--- src/rtl/tpo_pkg.sv ---
package tpo_pkg;

  localparam logic [2:0] CMD_TICK    = 3'd0;
  localparam logic [2:0] CMD_START   = 3'd1;
  localparam logic [2:0] CMD_STOP    = 3'd2;
  localparam logic [2:0] CMD_CHECK   = 3'd3;
  localparam logic [2:0] CMD_RESTART = 3'd4;

  localparam logic [2:0] ST_OK          = 3'd0;
  localparam logic [2:0] ST_ZERO_PERIOD = 3'd1;
  localparam logic [2:0] ST_FULL        = 3'd2;
  localparam logic [2:0] ST_BAD_ID      = 3'd3;
  localparam logic [2:0] ST_INACTIVE    = 3'd4;

  localparam logic [7:0] DEFAULT_SLOTS = 8'd4;
  localparam logic [7:0] RESET_SLOTS   = 8'd4;

  typedef enum logic [2:0] {
    S_IDLE,
    S_DECODE,
    S_TICK,
    S_DRAIN,
    S_SCAN,
    S_RLD,
    S_RLD_WB,
    S_RESP
  } state_e;

  typedef struct packed {
    logic       in_fire;
    logic [2:0] cmd;
    logic       period_zero;
    logic       id_bad;
    logic       id_active;
    logic       scan_free;
    logic       idx_last;
    logic       out_free;
  } seq_in_t;

endpackage

--- src/rtl/tpo_ram.sv ---
module tpo_ram #(
  parameter int Width = 32,
  parameter int Depth = 8
) (
  input  logic                     clk_i,
  input  logic                     we_i,
  input  logic [$clog2(Depth)-1:0] waddr_i,
  input  logic [Width-1:0]         wdata_i,
  input  logic [$clog2(Depth)-1:0] raddr_i,
  output logic [Width-1:0]         rdata_o
);

  logic [Width-1:0] mem_q [Depth];
  logic [Width-1:0] rdata_q;

  always_ff @(posedge clk_i) begin
    if (we_i) begin
      mem_q[waddr_i] <= wdata_i;
    end
  end

  always_ff @(posedge clk_i) begin
    rdata_q <= mem_q[raddr_i];
  end

  assign rdata_o = rdata_q;

endmodule

--- src/rtl/tpo_seq.sv ---
module tpo_seq #(
  parameter int IdxW = 3
) (
  input  logic             clk_i,
  input  logic             rst_ni,
  input  tpo_pkg::seq_in_t sin_i,
  output tpo_pkg::state_e  state_o,
  output logic [IdxW-1:0]  idx_o
);
  import tpo_pkg::*;

  state_e          state_q, state_d;
  logic [IdxW-1:0] idx_q, idx_d;

  always_comb begin
    state_d = state_q;
    case (state_q)
      S_IDLE: begin
        if (sin_i.in_fire) state_d = S_DECODE;
      end
      S_DECODE: begin
        case (sin_i.cmd)
          CMD_TICK:    state_d = S_TICK;
          CMD_START:   state_d = sin_i.period_zero ? S_RESP : S_SCAN;
          CMD_RESTART: state_d = (sin_i.id_bad || !sin_i.id_active) ? S_RESP : S_RLD;
          default:     state_d = S_RESP;
        endcase
      end
      S_TICK: begin
        if (sin_i.idx_last) state_d = S_DRAIN;
      end
      S_DRAIN:  state_d = S_RESP;
      S_SCAN: begin
        if (sin_i.scan_free || sin_i.idx_last) state_d = S_RESP;
      end
      S_RLD:    state_d = S_RLD_WB;
      S_RLD_WB: state_d = S_RESP;
      S_RESP: begin
        if (sin_i.out_free) state_d = S_IDLE;
      end
      default:  state_d = S_IDLE;
    endcase
  end

  always_comb begin
    idx_d = idx_q;
    case (state_q)
      S_DECODE: idx_d = '0;
      S_TICK:   idx_d = idx_q + IdxW'(1);
      S_SCAN:   idx_d = idx_q + IdxW'(1);
      default:  idx_d = idx_q;
    endcase
  end

  always_ff @(posedge clk_i or negedge rst_ni) begin
    if (!rst_ni) begin
      state_q <= S_IDLE;
      idx_q   <= '0;
    end else begin
      state_q <= state_d;
      idx_q   <= idx_d;
    end
  end

  assign state_o = state_q;
  assign idx_o   = idx_q;

endmodule

--- src/rtl/timer_pool_once_auto_core.sv ---
// Accept to result valid: tick sweeps the n enabled slots, one slot per cycle through the
// shared decrement unit, then drains; start scans for a free slot (not for a zero period);
// restart reads the reload memory into the count memory; stop/check/other respond directly.
// Items are not overlapped; the next item is taken the cycle after the
// result register is loaded, and a stalled result holds the sequencer in its response state.
// Reset (async, active low) clears slot active/mode/flag bits, the sequencer, out valid and
// sets active_slots to 4; count/reload memories are not reset and only used for active slots.
module timer_pool_once_auto_core #(
  parameter int NUM_TIMERS = 8
) (
  input  logic        clk_i,
  input  logic        rst_ni,
  input  logic        cfg_valid_i,
  output logic        cfg_ready_o,
  input  logic [7:0]  cfg_data_i,
  input  logic        in_valid_i,
  output logic        in_stall_o,
  input  logic [2:0]  command_i,
  input  logic [7:0]  timer_id_i,
  input  logic [31:0] period_i,
  input  logic        timer_mode_i,
  output logic        out_valid_o,
  input  logic        out_stall_i,
  output logic [2:0]  status_o,
  output logic [7:0]  slot_id_o,
  output logic        expired_o
);
  import tpo_pkg::*;

  localparam int IdxW = $clog2(NUM_TIMERS);

  logic [7:0]            active_slots_q;
  logic [7:0]            n_slots;
  logic [2:0]            cmd_q;
  logic [7:0]            timer_id_q;
  logic [31:0]           period_q;
  logic                  mode_q;
  logic [2:0]            res_status_q;
  logic [7:0]            res_slot_q;
  logic                  res_exp_q;
  logic                  out_valid_q;
  logic [2:0]            status_q;
  logic [7:0]            slot_id_q;
  logic                  expired_q;
  logic [NUM_TIMERS-1:0] active_q;
  logic [NUM_TIMERS-1:0] smode_q;
  logic [NUM_TIMERS-1:0] flag_q;
  logic                  wb_vld_q;
  logic [IdxW-1:0]       wb_idx_q;

  state_e          state;
  logic [IdxW-1:0] idx;
  logic [IdxW-1:0] id_idx;
  seq_in_t         sin;
  logic            in_fire, out_free, id_bad, scan_free;

  logic            cnt_we;
  logic [IdxW-1:0] cnt_waddr;
  logic [31:0]     cnt_wdata, cnt_rdata;
  logic            rld_we;
  logic [IdxW-1:0] rld_raddr;
  logic [31:0]     rld_rdata;
  logic [31:0]     cnt_dec;
  logic            tick_hit, tick_zero;
  logic [31:0]     tick_new;

  always_comb begin
    if (active_slots_q == 8'd0) begin
      n_slots = DEFAULT_SLOTS;
    end else if (active_slots_q > 8'(NUM_TIMERS)) begin
      n_slots = 8'(NUM_TIMERS);
    end else begin
      n_slots = active_slots_q;
    end
  end

  assign in_fire     = in_valid_i && !in_stall_o;
  assign in_stall_o  = (state != S_IDLE);
  assign cfg_ready_o = 1'b1;
  assign out_free    = !out_valid_q || !out_stall_i;
  assign id_idx      = timer_id_q[IdxW-1:0];
  assign id_bad      = (timer_id_q >= n_slots);
  assign scan_free   = !active_q[idx];

  assign sin.in_fire     = in_fire;
  assign sin.cmd         = cmd_q;
  assign sin.period_zero = (period_q == 32'd0);
  assign sin.id_bad      = id_bad;
  assign sin.id_active   = active_q[id_idx];
  assign sin.scan_free   = scan_free;
  assign sin.idx_last    = (8'(idx) == n_slots - 8'd1);
  assign sin.out_free    = out_free;

  tpo_seq #(.IdxW(IdxW)) u_seq (
    .clk_i   (clk_i),
    .rst_ni  (rst_ni),
    .sin_i   (sin),
    .state_o (state),
    .idx_o   (idx)
  );

  // shared decrement/compare unit
  assign cnt_dec   = cnt_rdata - 32'd1;
  assign tick_hit  = wb_vld_q && active_q[wb_idx_q] && (cnt_rdata != 32'd0);
  assign tick_zero = (cnt_dec == 32'd0);
  assign tick_new  = tick_zero ? (smode_q[wb_idx_q] ? rld_rdata : 32'd0) : cnt_dec;

  always_comb begin
    cnt_we    = 1'b0;
    cnt_waddr = idx;
    cnt_wdata = period_q;
    if (tick_hit) begin
      cnt_we    = 1'b1;
      cnt_waddr = wb_idx_q;
      cnt_wdata = tick_new;
    end else begin
      case (state)
        S_DECODE: begin
          if (cmd_q == CMD_STOP && !id_bad) begin
            cnt_we    = 1'b1;
            cnt_waddr = id_idx;
            cnt_wdata = 32'd0;
          end
        end
        S_SCAN: begin
          cnt_we = scan_free;
        end
        S_RLD_WB: begin
          cnt_we    = 1'b1;
          cnt_waddr = id_idx;
          cnt_wdata = rld_rdata;
        end
        default: cnt_we = 1'b0;
      endcase
    end
  end

  assign rld_we    = (state == S_SCAN) && scan_free;
  assign rld_raddr = (state == S_RLD) ? id_idx : idx;

  tpo_ram #(.Width(32), .Depth(NUM_TIMERS)) u_count (
    .clk_i   (clk_i),
    .we_i    (cnt_we),
    .waddr_i (cnt_waddr),
    .wdata_i (cnt_wdata),
    .raddr_i (idx),
    .rdata_o (cnt_rdata)
  );

  tpo_ram #(.Width(32), .Depth(NUM_TIMERS)) u_reload (
    .clk_i   (clk_i),
    .we_i    (rld_we),
    .waddr_i (idx),
    .wdata_i (period_q),
    .raddr_i (rld_raddr),
    .rdata_o (rld_rdata)
  );

  always_ff @(posedge clk_i or negedge rst_ni) begin
    if (!rst_ni) begin
      active_slots_q <= RESET_SLOTS;
      wb_vld_q       <= 1'b0;
      wb_idx_q       <= '0;
    end else begin
      if (cfg_valid_i && cfg_ready_o) active_slots_q <= cfg_data_i;
      wb_vld_q <= (state == S_TICK);
      wb_idx_q <= idx;
    end
  end

  always_ff @(posedge clk_i or negedge rst_ni) begin
    if (!rst_ni) begin
      active_q <= '0;
      smode_q  <= '0;
      flag_q   <= '0;
    end else begin
      if (tick_hit && tick_zero) flag_q[wb_idx_q] <= 1'b1;
      case (state)
        S_DECODE: begin
          if (!id_bad && cmd_q == CMD_STOP) begin
            active_q[id_idx] <= 1'b0;
            flag_q[id_idx]   <= 1'b0;
          end
          if (!id_bad && cmd_q == CMD_CHECK && active_q[id_idx] && flag_q[id_idx]) begin
            flag_q[id_idx] <= 1'b0;
            if (!smode_q[id_idx]) active_q[id_idx] <= 1'b0;
          end
        end
        S_SCAN: begin
          if (scan_free) begin
            active_q[idx] <= 1'b1;
            smode_q[idx]  <= mode_q;
            flag_q[idx]   <= 1'b0;
          end
        end
        S_RLD_WB: flag_q[id_idx] <= 1'b0;
        default: ;
      endcase
    end
  end

  always_ff @(posedge clk_i) begin
    if (in_fire) begin
      cmd_q        <= command_i;
      timer_id_q   <= timer_id_i;
      period_q     <= period_i;
      mode_q       <= timer_mode_i;
      res_status_q <= ST_OK;
      res_slot_q   <= 8'd0;
      res_exp_q    <= 1'b0;
    end else begin
      case (state)
        S_DECODE: begin
          case (cmd_q)
            CMD_START: begin
              if (period_q == 32'd0) res_status_q <= ST_ZERO_PERIOD;
            end
            CMD_STOP: begin
              if (id_bad) res_status_q <= ST_BAD_ID;
            end
            CMD_CHECK, CMD_RESTART: begin
              if (id_bad) begin
                res_status_q <= ST_BAD_ID;
              end else if (!active_q[id_idx]) begin
                res_status_q <= ST_INACTIVE;
              end else if (cmd_q == CMD_CHECK) begin
                res_exp_q <= flag_q[id_idx];
              end
            end
            default: ;
          endcase
        end
        S_SCAN: begin
          if (scan_free) begin
            res_slot_q <= 8'(idx);
          end else if (sin.idx_last) begin
            res_status_q <= ST_FULL;
          end
        end
        default: ;
      endcase
    end
  end

  always_ff @(posedge clk_i or negedge rst_ni) begin
    if (!rst_ni) begin
      out_valid_q <= 1'b0;
    end else if (state == S_RESP && out_free) begin
      out_valid_q <= 1'b1;
    end else if (!out_stall_i) begin
      out_valid_q <= 1'b0;
    end
  end

  always_ff @(posedge clk_i) begin
    if (state == S_RESP && out_free) begin
      status_q  <= res_status_q;
      slot_id_q <= res_slot_q;
      expired_q <= res_exp_q;
    end
  end

  assign out_valid_o = out_valid_q;
  assign status_o    = status_q;
  assign slot_id_o   = slot_id_q;
  assign expired_o   = expired_q;

  a_wb_in_sweep: assert property (@(posedge clk_i) disable iff (!rst_ni)
    wb_vld_q |-> (state == S_TICK || state == S_DRAIN))
    else $error("tick writeback outside sweep");

  a_accept_decode: assert property (@(posedge clk_i) disable iff (!rst_ni)
    in_fire |=> (state == S_DECODE))
    else $error("accepted beat not decoded");

  a_expired_ok: assert property (@(posedge clk_i) disable iff (!rst_ni)
    (out_valid_o && expired_o) |-> (status_o == ST_OK))
    else $error("expired with error status");

  a_slot_ok: assert property (@(posedge clk_i) disable iff (!rst_ni)
    (out_valid_o && slot_id_o != 8'd0) |-> (status_o == ST_OK))
    else $error("slot id with error status");

  a_load_on_resp: assert property (@(posedge clk_i) disable iff (!rst_ni)
    $rose(out_valid_q) |-> $past(state == S_RESP))
    else $error("result loaded outside response state");

endmodule
--- config.mk ---
export PLATFORM = sky130hd
export DESIGN_NAME = timer_pool_once_auto_core
export DESIGN_NICKNAME = d
export VERILOG_FILES = /design/src/rtl/tpo_pkg.sv /design/src/rtl/tpo_ram.sv /design/src/rtl/tpo_seq.sv /design/src/rtl/timer_pool_once_auto_core.sv
export SDC_FILE = /design/constraint.sdc
export NUM_CORES = 1
export LEC_CHECK = 0
export BUFFER_PORTS_ARGS = -buffer_cell sky130_fd_sc_hd__buf_2
export CAP_MARGIN = 20
export CORE_MARGIN = 2
export CORE_UTILIZATION = 45
export DETAILED_ROUTE_END_ITERATION = 12
export PLACE_DENSITY_LB_ADDON = 0.1
export SYNTH_ARGS = -nofsm -noshare
export SYNTH_HDL_FRONTEND = slang
export SYNTH_HIERARCHICAL = 1
export SYNTH_SLANG_ARGS = --single-unit
--- constraint.sdc ---
create_clock -name clk_i -period 6.1 [get_ports clk_i]
set_clock_uncertainty 0.05 [all_clocks]
set_input_delay 0.305 -clock clk_i [delete_from_list [all_inputs] [get_ports clk_i]]
set_output_delay 0.305 -clock clk_i [all_outputs]
set_load 0.1 [all_outputs]
Word level (Yosys, flattened, before mapping) --
Memories as Yosys holds them, arrays and structs flattened. A register that Yosys moved wholly into a read port is not among the register bits. Index checks and enable logic that the tools add are counted.
Word-level totals: bits in registers 101, bits in latches 0, memory bits (writable) 512, ROM bits 0, input port bits 57, output and inout bits 15, word-level logic and storage cells 174, memories kept 2
Memories:
- u_count.mem_q | depth 8, bits a word 32, read ports 1, clocked after memory_dff 1, wr ports 1, RTL line tpo_ram.sv:13 | logic [Width-1:0] mem_q [Depth];
- u_reload.mem_q | depth 8, bits a word 32, read ports 1, clocked after memory_dff 1, wr ports 1, RTL line tpo_ram.sv:13
Cells by class: add/subtract/negate cells 3, multiply operators 0, divide/modulo/power cells 0, magnitude comparators 8, equality and inequality tests 24, shift operators 0, mux-type cells 68, bitwise logic cells 11, reductions and logical operators 39
Operators by type and width (count):
- $mux W32 | 4
- $mux W8 | 12
- $logic_not A32 Y1 | 2
- $pmux W32 S2 | 1
- $and A8 B8 Y8 | 5
- $mux W3 | 13
- $reduce_bool A32 Y1 | 1
- $sub A32 B1 Y32 const B | 1
- $pmux W8 S3 | 1
- $pmux W3 S7 | 1
- $bmux W1 S3 | 6
- $pmux W3 S2 | 3
- $pmux W3 S3 | 2
- $mux W1 | 17
- $not A8 Y8 | 2
- $or A8 B8 Y8 | 2
- $pmux W8 S2 | 1
- $eq A3 B3 Y1 const B | 5
- $logic_and A1 B1 Y1 | 13
- $eq A3 B2 Y1 const B | 4
- $lt A3 B4 Y1 const B | 3
- $demux W1 S3 | 3
- $ge A3 B1 Y1 const B | 3
- $bwmux W8 | 1
- 25 further kinds | 47

Depth between registers and ports, before layout --
Gate-level depths: netlist (run 1).
depth after elaboration 12, depth in mapped cells 15, gate-level depth less buffers 15

Modules after synthesis --
Netlist (run 1), hierarchy kept.
Modules (own cells, without submodules):
- tpo_ram | instances 2, cells each 415, area each 10466.3 um2, sequential area each 8328.0 um2
- timer_pool_once_auto_core | instances 1, cells each 617, area each 6040.8 um2, sequential area each 2598.7 um2
- tpo_seq | instances 1, cells each 42, area each 397.9 um2, sequential area each 150.1 um2

Worst setup path before layout (run 1) --
Ideal clock, no wire load.
path kind flip-flop to flip-flop, from register active_slots_q[6], to memory u_count.mem_q[0][0] (enable), setup time 0.461 ns, arrival time 5.320 ns, required time 5.589 ns, path slack 0.269 ns, stages on the path, launching flop included 16, buffers on the path 0, period minus slack after synthesis 5.831 ns, cells stage by stage dfrtp_1 -> or4_1 -> nor2_1 -> nand2_1 -> inv_1 -> ha_1 -> nand2b_1 -> a21o_1 -> a21o_1 -> a211o_1 -> a21boi_1 -> a21oi_1 -> mux2i_1 -> a21oi_1 -> nand2b_1 -> nor3_1
Between the ends: elaborated cells on any way between the ends 15, those cells by class 2 x order compare; 10 x mux; 3 x reduce/logical
RTL lines:
- from (decl) | RTL line timer_pool_once_auto_core.sv:32 | logic [7:0] active_slots_q;
- from (signal assigned) | RTL line timer_pool_once_auto_core.sv:165 | if (cfg_valid_i && cfg_ready_o) active_slots_q <= cfg_data_i;
- $gt A8 B4 Y1 | RTL line timer_pool_once_auto_core.sv:70 | end else if (active_slots_q > 8'(NUM_TIMERS)) begin
- $mux W8 | RTL line timer_pool_once_auto_core.sv:70
- $mux W8 (*) | RTL line timer_pool_once_auto_core.sv:68 | if (active_slots_q == 8'd0) begin
- $ge A8 B8 Y1 (*) | RTL line timer_pool_once_auto_core.sv:82 | assign id_bad = (timer_id_q >= n_slots);
- $logic_not A1 Y1 (*) | RTL line timer_pool_once_auto_core.sv:119 | if (cmd_q == CMD_STOP && !id_bad) begin
- $logic_and A1 B1 Y1 (*) | RTL line timer_pool_once_auto_core.sv:119
- $mux W3 (*) | RTL line timer_pool_once_auto_core.sv:119
- $pmux W3 S2 (*) | RTL line timer_pool_once_auto_core.sv:117 | case (state)
- $mux W3 (*) | RTL line timer_pool_once_auto_core.sv:112 | if (tick_hit) begin
- via cnt_waddr[2] | RTL line timer_pool_once_auto_core.sv:58 | logic [IdxW-1:0] cnt_waddr;
- to (decl) | RTL line tpo_ram.sv:13
The timed path passes the listed nets; every way through them passes the cells marked *.

Worst setup path in the final report (run 1) --
from register active_slots_q[6], to memory u_count.mem_q[6][5] (enable)
The elaborated chain is that of the path after synthesis.

==> out/qor.txt, run 1 <==
Clock Power Share = 26.7%
Post_cts resized = 0
Cells after DPL = 2299
HPWL after DPL = 38700 µm
Die X = 251 µm
Clock Tree Buf Depth = 3
RePlAce Congestion = 0.883
Number of flops mapped to enable cells by yosys = 563
CP endpoint kind = flip-flop
Pint = 10.7 mW
Num CTS Buffers = 71
Part of the Yosys area used for sequential elements = 70.9%
M1 GR Usage = 30.8%
Final Cell Area = 31500 µm²
Largest net degree at the start of global routing = 65
Initial Util = 45.4%
Average size of a mapped cell = 18.4 µm²
1st-iter DRT viols = 1098
Sequential share of power = 44.2%
I/O Pins = 72
DR DRC count = 0
CTS tree = done
Core area = 60200 µm²
Leading area contributor after synthesis = edfxtp_1
Leading cell types by count after synthesis = edfxtp_1 (563), mux2_2 (83), mux4_1 (80), nor2_1 (78), dfxtp_1 (71)
Share of layout cells above drive strength 1 = 22.5%
Outcome = finished, final reports clean
Final WL = 63200 µm
Startpoint types = flip-flop
Syn Inst Count = 1489
Sw Ratio = 32.1%
Combinational share of power = 29.1%
Via density = 5.77
Crit path max fanout = 16
FMAX = 199 MHz
Initial antenna violation count = 2
First-pass GRT wire length = 94300 µm
Cell variety after synth = 80
Fraction of registers with async set/reset = 6.35%
Final hold vios = 0
Die Y = 251 µm
RSZ-0062 raised after global routing = no
Total negative slack = 0 ps
Row count = 90
Post-route ant nets = 0
Port Buf Inserts = 65
Clock Tree Root = clkbuf_16
Post-Place Cell Area = 28700 µm²
Psw = 5.07 mW
Leakage = 10.5 nW
Worst Max-Slew Pin Slew = 1090 ps
Met3 Use GR = 2.90%
Hold Path Class = input port to asynchronous set/reset pin
Tmin final = 5040 ps
Nets@finish = 1715
Synth Flop Type = edfxtp_1
Ant diodes = 0
Final Setup Violations = 0
Number of global-route vias before repair = 14.7k
Die area = 62800 µm²
H-tree lvl count = 3
Total Routing Usage GR = 20.3%
Slew Viols, Final = 0
Max IR drop VDD = 232 µV
Largest cells by area after synthesis = edfxtp_1 (62%), mux4_1 (7.7%), dfxtp_1 (5.2%)
Max Cap Viol = 0
Setup CP Type = flip-flop to flip-flop
Cell area after synthesis = 27400 µm²
Fin crit share = 82.6%
Gr busiest metal = met2
Critical Path RT = 6330 ps
Synth-to-layout area growth = 15.1%
Ys Warns = 6
Post-Layout Cell Count = 2485
Worst-path clk slew = 60 ps
First-pass DRT Iterations = 5
Top-area cell type share of the netlist area = 61.8%
Relative slew slack = 26.6%
DR vias = 14.3k
Arrival time worst endpoint = 5270 ps
Global-route met2 utilization = 31.0%
Clock latency on the worst-skew pair = 600 ps
Power per Cell Area = 501 nW/µm²
Clock Sinks = 677
Synthesized flop and latch total = 677
Gr ovfl total = 0
WL per Instance = 25.4 µm
Top-count cell post-synth = edfxtp_1
cell type report:
cell class	count	area, µm²
clock inverter	30	270
clock buffer	100	2010
timing repair buffer	154	1180
sequential	677	19400
multi-input combinational	720	7580
fill	4780	28700
inverter	22	82.6
tap	782	978
power groups by stage:
| stage | Sequential [mW] | Combinational (mW) | Clock [mW] |
|---|---|---|---|
| after floorplan | 6.85 | 3.28 | 0 |
| after global placement | 7.05 | 4.51 | 0 |
| after detailed placement | 7.06 | 4.56 | 0 |
| after CTS | 6.98 | 4.62 | 4.34 |
| after global routing | 7.07 | 4.93 | 4.50 |
| final | 6.99 | 4.59 | 4.22 |
metrics by stage:
stage	power, mW	hold WS (ps)	utilization, %	setup WS (ps)
2_1_floorplan	10.1	-40.6	-	269
3_3_place_gp	11.6	366	47.6	1170
3_5_place_dp	11.6	369	47.6	1100
4_1_cts	15.9	34.9	52.2	1050
5_1_grt	16.5	39.1	52.3	782
6_report	15.8	44.5	52.3	1060
layer usage:
| metal | routed length, µm | share of wire [%] | vias to the layer above |
|---|---|---|---|
| met5 | 0 | 0 | - |
| met2 | 29000 | 46 | 424 |
| met3 | 2980 | 4.7 | 67 |
| met1 | 30200 | 48 | 7479 |
| met4 | 1020 | 1.6 | 0 |
| li1 | - | - | 6374 |
worst max-delay path, cell delays in order, from the launching register on:
cell and delay [ps]:
dfrtp_1 370, or4_1 550, nor2_1 250, nand2_1 150, inv_1 70, ha_1 210, nand2b_1 140, a21o_1 170
a21o_1 170, a211o_1 320, a21boi_1 160, buf_4 170, a21oi_1 230, mux2i_1 200, a21oi_1 430, nand2b_1 230
nor2_4 520, buf_4 320
state kept, by name (all words and copies together) (netlist names), 8 cells and up:
signal and flops:
active_q 8, flag_q 8, smode_q 8, u_reload/rdata_o 32, u_count/rdata_o 32, u_count/mem_q 256, period_q 32, timer_id_q 8
u_reload/mem_q 256, active_slots_q 8
final timing paths:
| kind | depth (start not counted) | endpoint | slack, ps | from |
|---|---|---|---|---|
| hold reg to reg | 0 | slot_id_o[1] | 380 | res_slot_q[1] |
| hold / removal | 2 | active_slots_q[6] | 40 | rst_ni |
| setup / recovery | 17 | u_count/mem_q[6][5] | 1060 | active_slots_q[6] |
| min in group clk_i | 2 | active_slots_q[1] | 60 | cfg_valid_i |
| max in group asynchronous | 3 | u_seq/idx_o[0] | 5470 | rst_ni |
| setup reg to reg | 17 | u_count/mem_q[6][5] | 1060 | active_slots_q[6] |
cell usage in the layout (no fill, tap or decap), types with 6 or more instances in the layout:
| master | n |
|---|---|
| edfxtp_1 | 563 |
| mux2_2 | 83 |
| mux4_1 | 80 |
| clkbuf_16 | 74 |
| dfxtp_1 | 71 |
| nor2_1 | 66 |
| buf_2 | 65 |
| nand2_1 | 56 |
| dlygate4sd3_1 | 54 |
| mux4_2 | 51 |
| dfrtp_1 | 39 |
| a21oi_1 | 31 |
| buf_4 | 31 |
| nor3_1 | 30 |
| a221o_1 | 29 |
| inv_1 | 20 |
| xnor2_1 | 20 |
| clkbuf_1 | 20 |
| nand2b_1 | 19 |
| nor4_1 | 18 |
| nand3_1 | 17 |
| o21ai_0 | 16 |
| clkinv_2 | 15 |
| mux2i_1 | 13 |
| xor2_1 | 12 |
| ha_1 | 12 |
| nor2_4 | 12 |
| conb_1 | 10 |
| or4_1 | 9 |
| or3_1 | 7 |
| a211oi_1 | 7 |
| o31ai_1 | 7 |
| a31oi_1 | 7 |
| nand4_1 | 7 |
| clkinv_1 | 6 |
| or2_2 | 6 |
| a221oi_1 | 6 |
| clkbuf_8 | 6 |
logic make-up (layout without fill, tap and decap cells):
logic type               Yosys count  after routing  synth area share (%)
AO/OA/AOI/OAI                    151            151                  4.17
XOR/XNOR                          32             32                  1.02
adder cells (fa/ha/maj)           12             12                 0.549
buffers and inverters            100            306                  2.11
flip-flops                       677            677                  70.9
multiplexers                     228            228                  15.8
other                              2             10                0.0274
AND/OR/NAND/NOR                  287            287                  5.41
repair_timing:
item,in CTS,in global routing
hold endpoints to repair,95,0
buffers inserted,0,0
hold buffers,54,0
Note: power is estimated with default switching activity, not from simulation.
==> run 2, diff against run 1 <==
==> constraint.sdc (replaced) <==
create_clock -name clk_i -period 4.5 [get_ports clk_i]
set_clock_uncertainty 0.05 [all_clocks]
set_input_delay 0.225 -clock clk_i [delete_from_list [all_inputs] [get_ports clk_i]]
set_output_delay 0.225 -clock clk_i [all_outputs]
set_load 0.1 [all_outputs]
==> run 2 against run 1 <==
Effect of this change: wire length increased by 3.7%; utilization increased by 1.2 points; non-clock buffer count increased by 30; first-iteration DRC count increased by 3.6%; clock power increased by 42%; critical path depth unchanged.
==> out/qor.txt, run 2 (synthesized netlist as in run 1, its figures left out) <==
Die X = 251 µm
Clock Tree Root = clkbuf_16
First-pass DRT Iterations = 5
Initial antenna violation count = 2
Startpoint types = flip-flop
Largest net degree at the start of global routing = 65
Total Routing Usage GR = 21.1%
Final Cell Area = 32200 µm²
Die area = 62800 µm²
FMAX = 234 MHz
Critical Path RT = 4740 ps
HPWL after DPL = 39400 µm
DR vias = 14.6k
Slew Viols, Final = 0
Row count = 90
Clock Tree Buf Depth = 3
Max IR drop VDD = 377 µV
Port Buf Inserts = 65
WL per Instance = 26.0 µm
Clock latency on the worst-skew pair = 640 ps
Pre-CTS setup slack = 120 ps
Nets@finish = 1747
Area of the multi-input gates = 7610 µm²
Final Util = 53.5%
Setup CP Type = flip-flop to flip-flop
Most common cell after layout, fill and taps aside = edfxtp_1
Core area = 60200 µm²
Num CTS Buffers = 73
Number of global-route vias before repair = 14.9k
CP endpoint kind = flip-flop
RSZ-0062 raised after global routing = no
Worst-path clk slew = 60 ps
Fin crit share = 94.9%
Final setup margin = 229 ps
First-pass GRT wire length = 97500 µm
Max Cap Viol = 0
CTS tree = done
Initial Util = 45.4%
Tmin final = 4270 ps
Synth-to-layout area growth = 17.7%
Die Y = 251 µm
Post-route ant nets = 0
Relative slew slack = 21.8%
H-tree lvl count = 3
FILL cells = 4739
Final Setup Violations = 0
Gr ovfl total = 0
Biggest regs = u_count/mem_q (256), u_reload/mem_q (256)
Seq. cell area = 19400 µm²
Commonest non-fill, non-tap cells in the layout = edfxtp_1 (563), mux2_2 (83), mux4_1 (80), clkbuf_16 (73), dfxtp_1 (71)
Outcome = finished, final reports clean
Arrival time worst endpoint = 4510 ps
Worst Max-Slew Pin Slew = 1160 ps
Ant diodes = 0
Via density = 5.80
Clock Sinks = 677
Hold Path Class = input port to asynchronous set/reset pin
Final WL = 65500 µm
Power per Cell Area = 680 nW/µm²
Final hold vios = 0
1st-iter DRT viols = 1138
Crit path max fanout = 13
Post-Place Cell Area = 29100 µm²
DR DRC count = 0
Leakage = 10.8 nW
I/O Pins = 72
Share of layout cells above drive strength 1 = 23.2%
RePlAce Congestion = 0.819
run 2: cell count changes in the layout (fill, tap and decap cells not counted), moves of 3 or more:
cell / previous run / this run
clkinvlp_4: 3 / 0
clkinv_16: 0 / 4
buf_12: 4 / 24
a21oi_2: 0 / 3
dlygate4sd3_1: 54 / 63
clkbuf_8: 6 / 10
clkbuf_1: 20 / 29
a21oi_1: 31 / 28
clkinv_2: 15 / 2
run 2: final cells by class:
| class | count | share of cell area [%] |
|---|---|---|
| timing repair buffer | 184 | 5.20 |
| clock inverter | 24 | 1.20 |
| inverter | 22 | 0.256 |
| clock buffer | 112 | 6.44 |
| tap | 782 | 3.04 |
| sequential | 677 | 60.3 |
| multi-input combinational | 720 | 23.6 |
run 2: path summary, 6_finish.rpt:
kind / depth (start not counted) / slack (ps) / end / from
max: 17 / 230 / u_count/mem_q[5][17] / active_slots_q[6]
min: 3 / 190 / smode_q[0] / rst_ni
max reg2reg: 17 / 230 / u_count/mem_q[5][17] / active_slots_q[6]
min reg2reg: 0 / 390 / status_o[2] / res_status_q[2]
max in group asynchronous: 3 / 3730 / u_seq/idx_o[2] / rst_ni
min in group clk_i: 2 / 250 / period_q[24] / period_i[24]
run 2: what timing repair did:
| action | in CTS | in global routing |
|---|---|---|
| gates resized for setup | 0 | 5 |
| hold endpoints to repair | 100 | 0 |
| hold buffers | 63 | 0 |
| setup endpoints to repair | 0 | 239 |
| setup buffers | 0 | 0 |
run 2: per-layer routing:
metal  vias up  GRT usage, %  part of all wire (%)
met5         -             0                     0
met4         0          5.05                   1.9
met3        83          3.31                   4.9
met2       404          32.7                    47
met1      7681          31.6                    46
li1       6455             -                     -
run 2: power breakdown:
part / leakage, nW / switching [mW] / total, mW / internal [mW]
Sequential: 6.21 / 0.897 / 9.47 / 8.57
Clock: 1.18 / 2.48 / 6.00 / 3.52
Combinational: 3.39 / 3.63 / 6.43 / 2.81
Total: 10.8 / 7.00 / 21.9 / 14.9
run 2: metrics by stage:
stage          hold slack, ps  cells  total power [mW]  TNS [ps]
3_5_place_dp              318   2322              16.0         0
4_1_cts                   193   2521              22.1         0
5_1_grt                   226   2521              22.9         0
2_1_floorplan            -121   1497              13.8    -38460
6_report                  191   2521              21.9         0
3_3_place_gp              322   2322              15.9         0
run 2: worst max-delay path, cell delays in order, from the launching register on:
cell and delay, ps:
dfrtp_1 370, or4_1 540, nor2_1 150, nand2_1 100
inv_1 80, ha_1 220, nand2b_1 140, a21o_1 170
a21o_1 170, a211o_1 330, a21boi_1 150, buf_4 190
a21oi_2 130, mux2i_1 160, a21oi_1 350, nand2b_1 200
nor2_4 150, buf_4 260
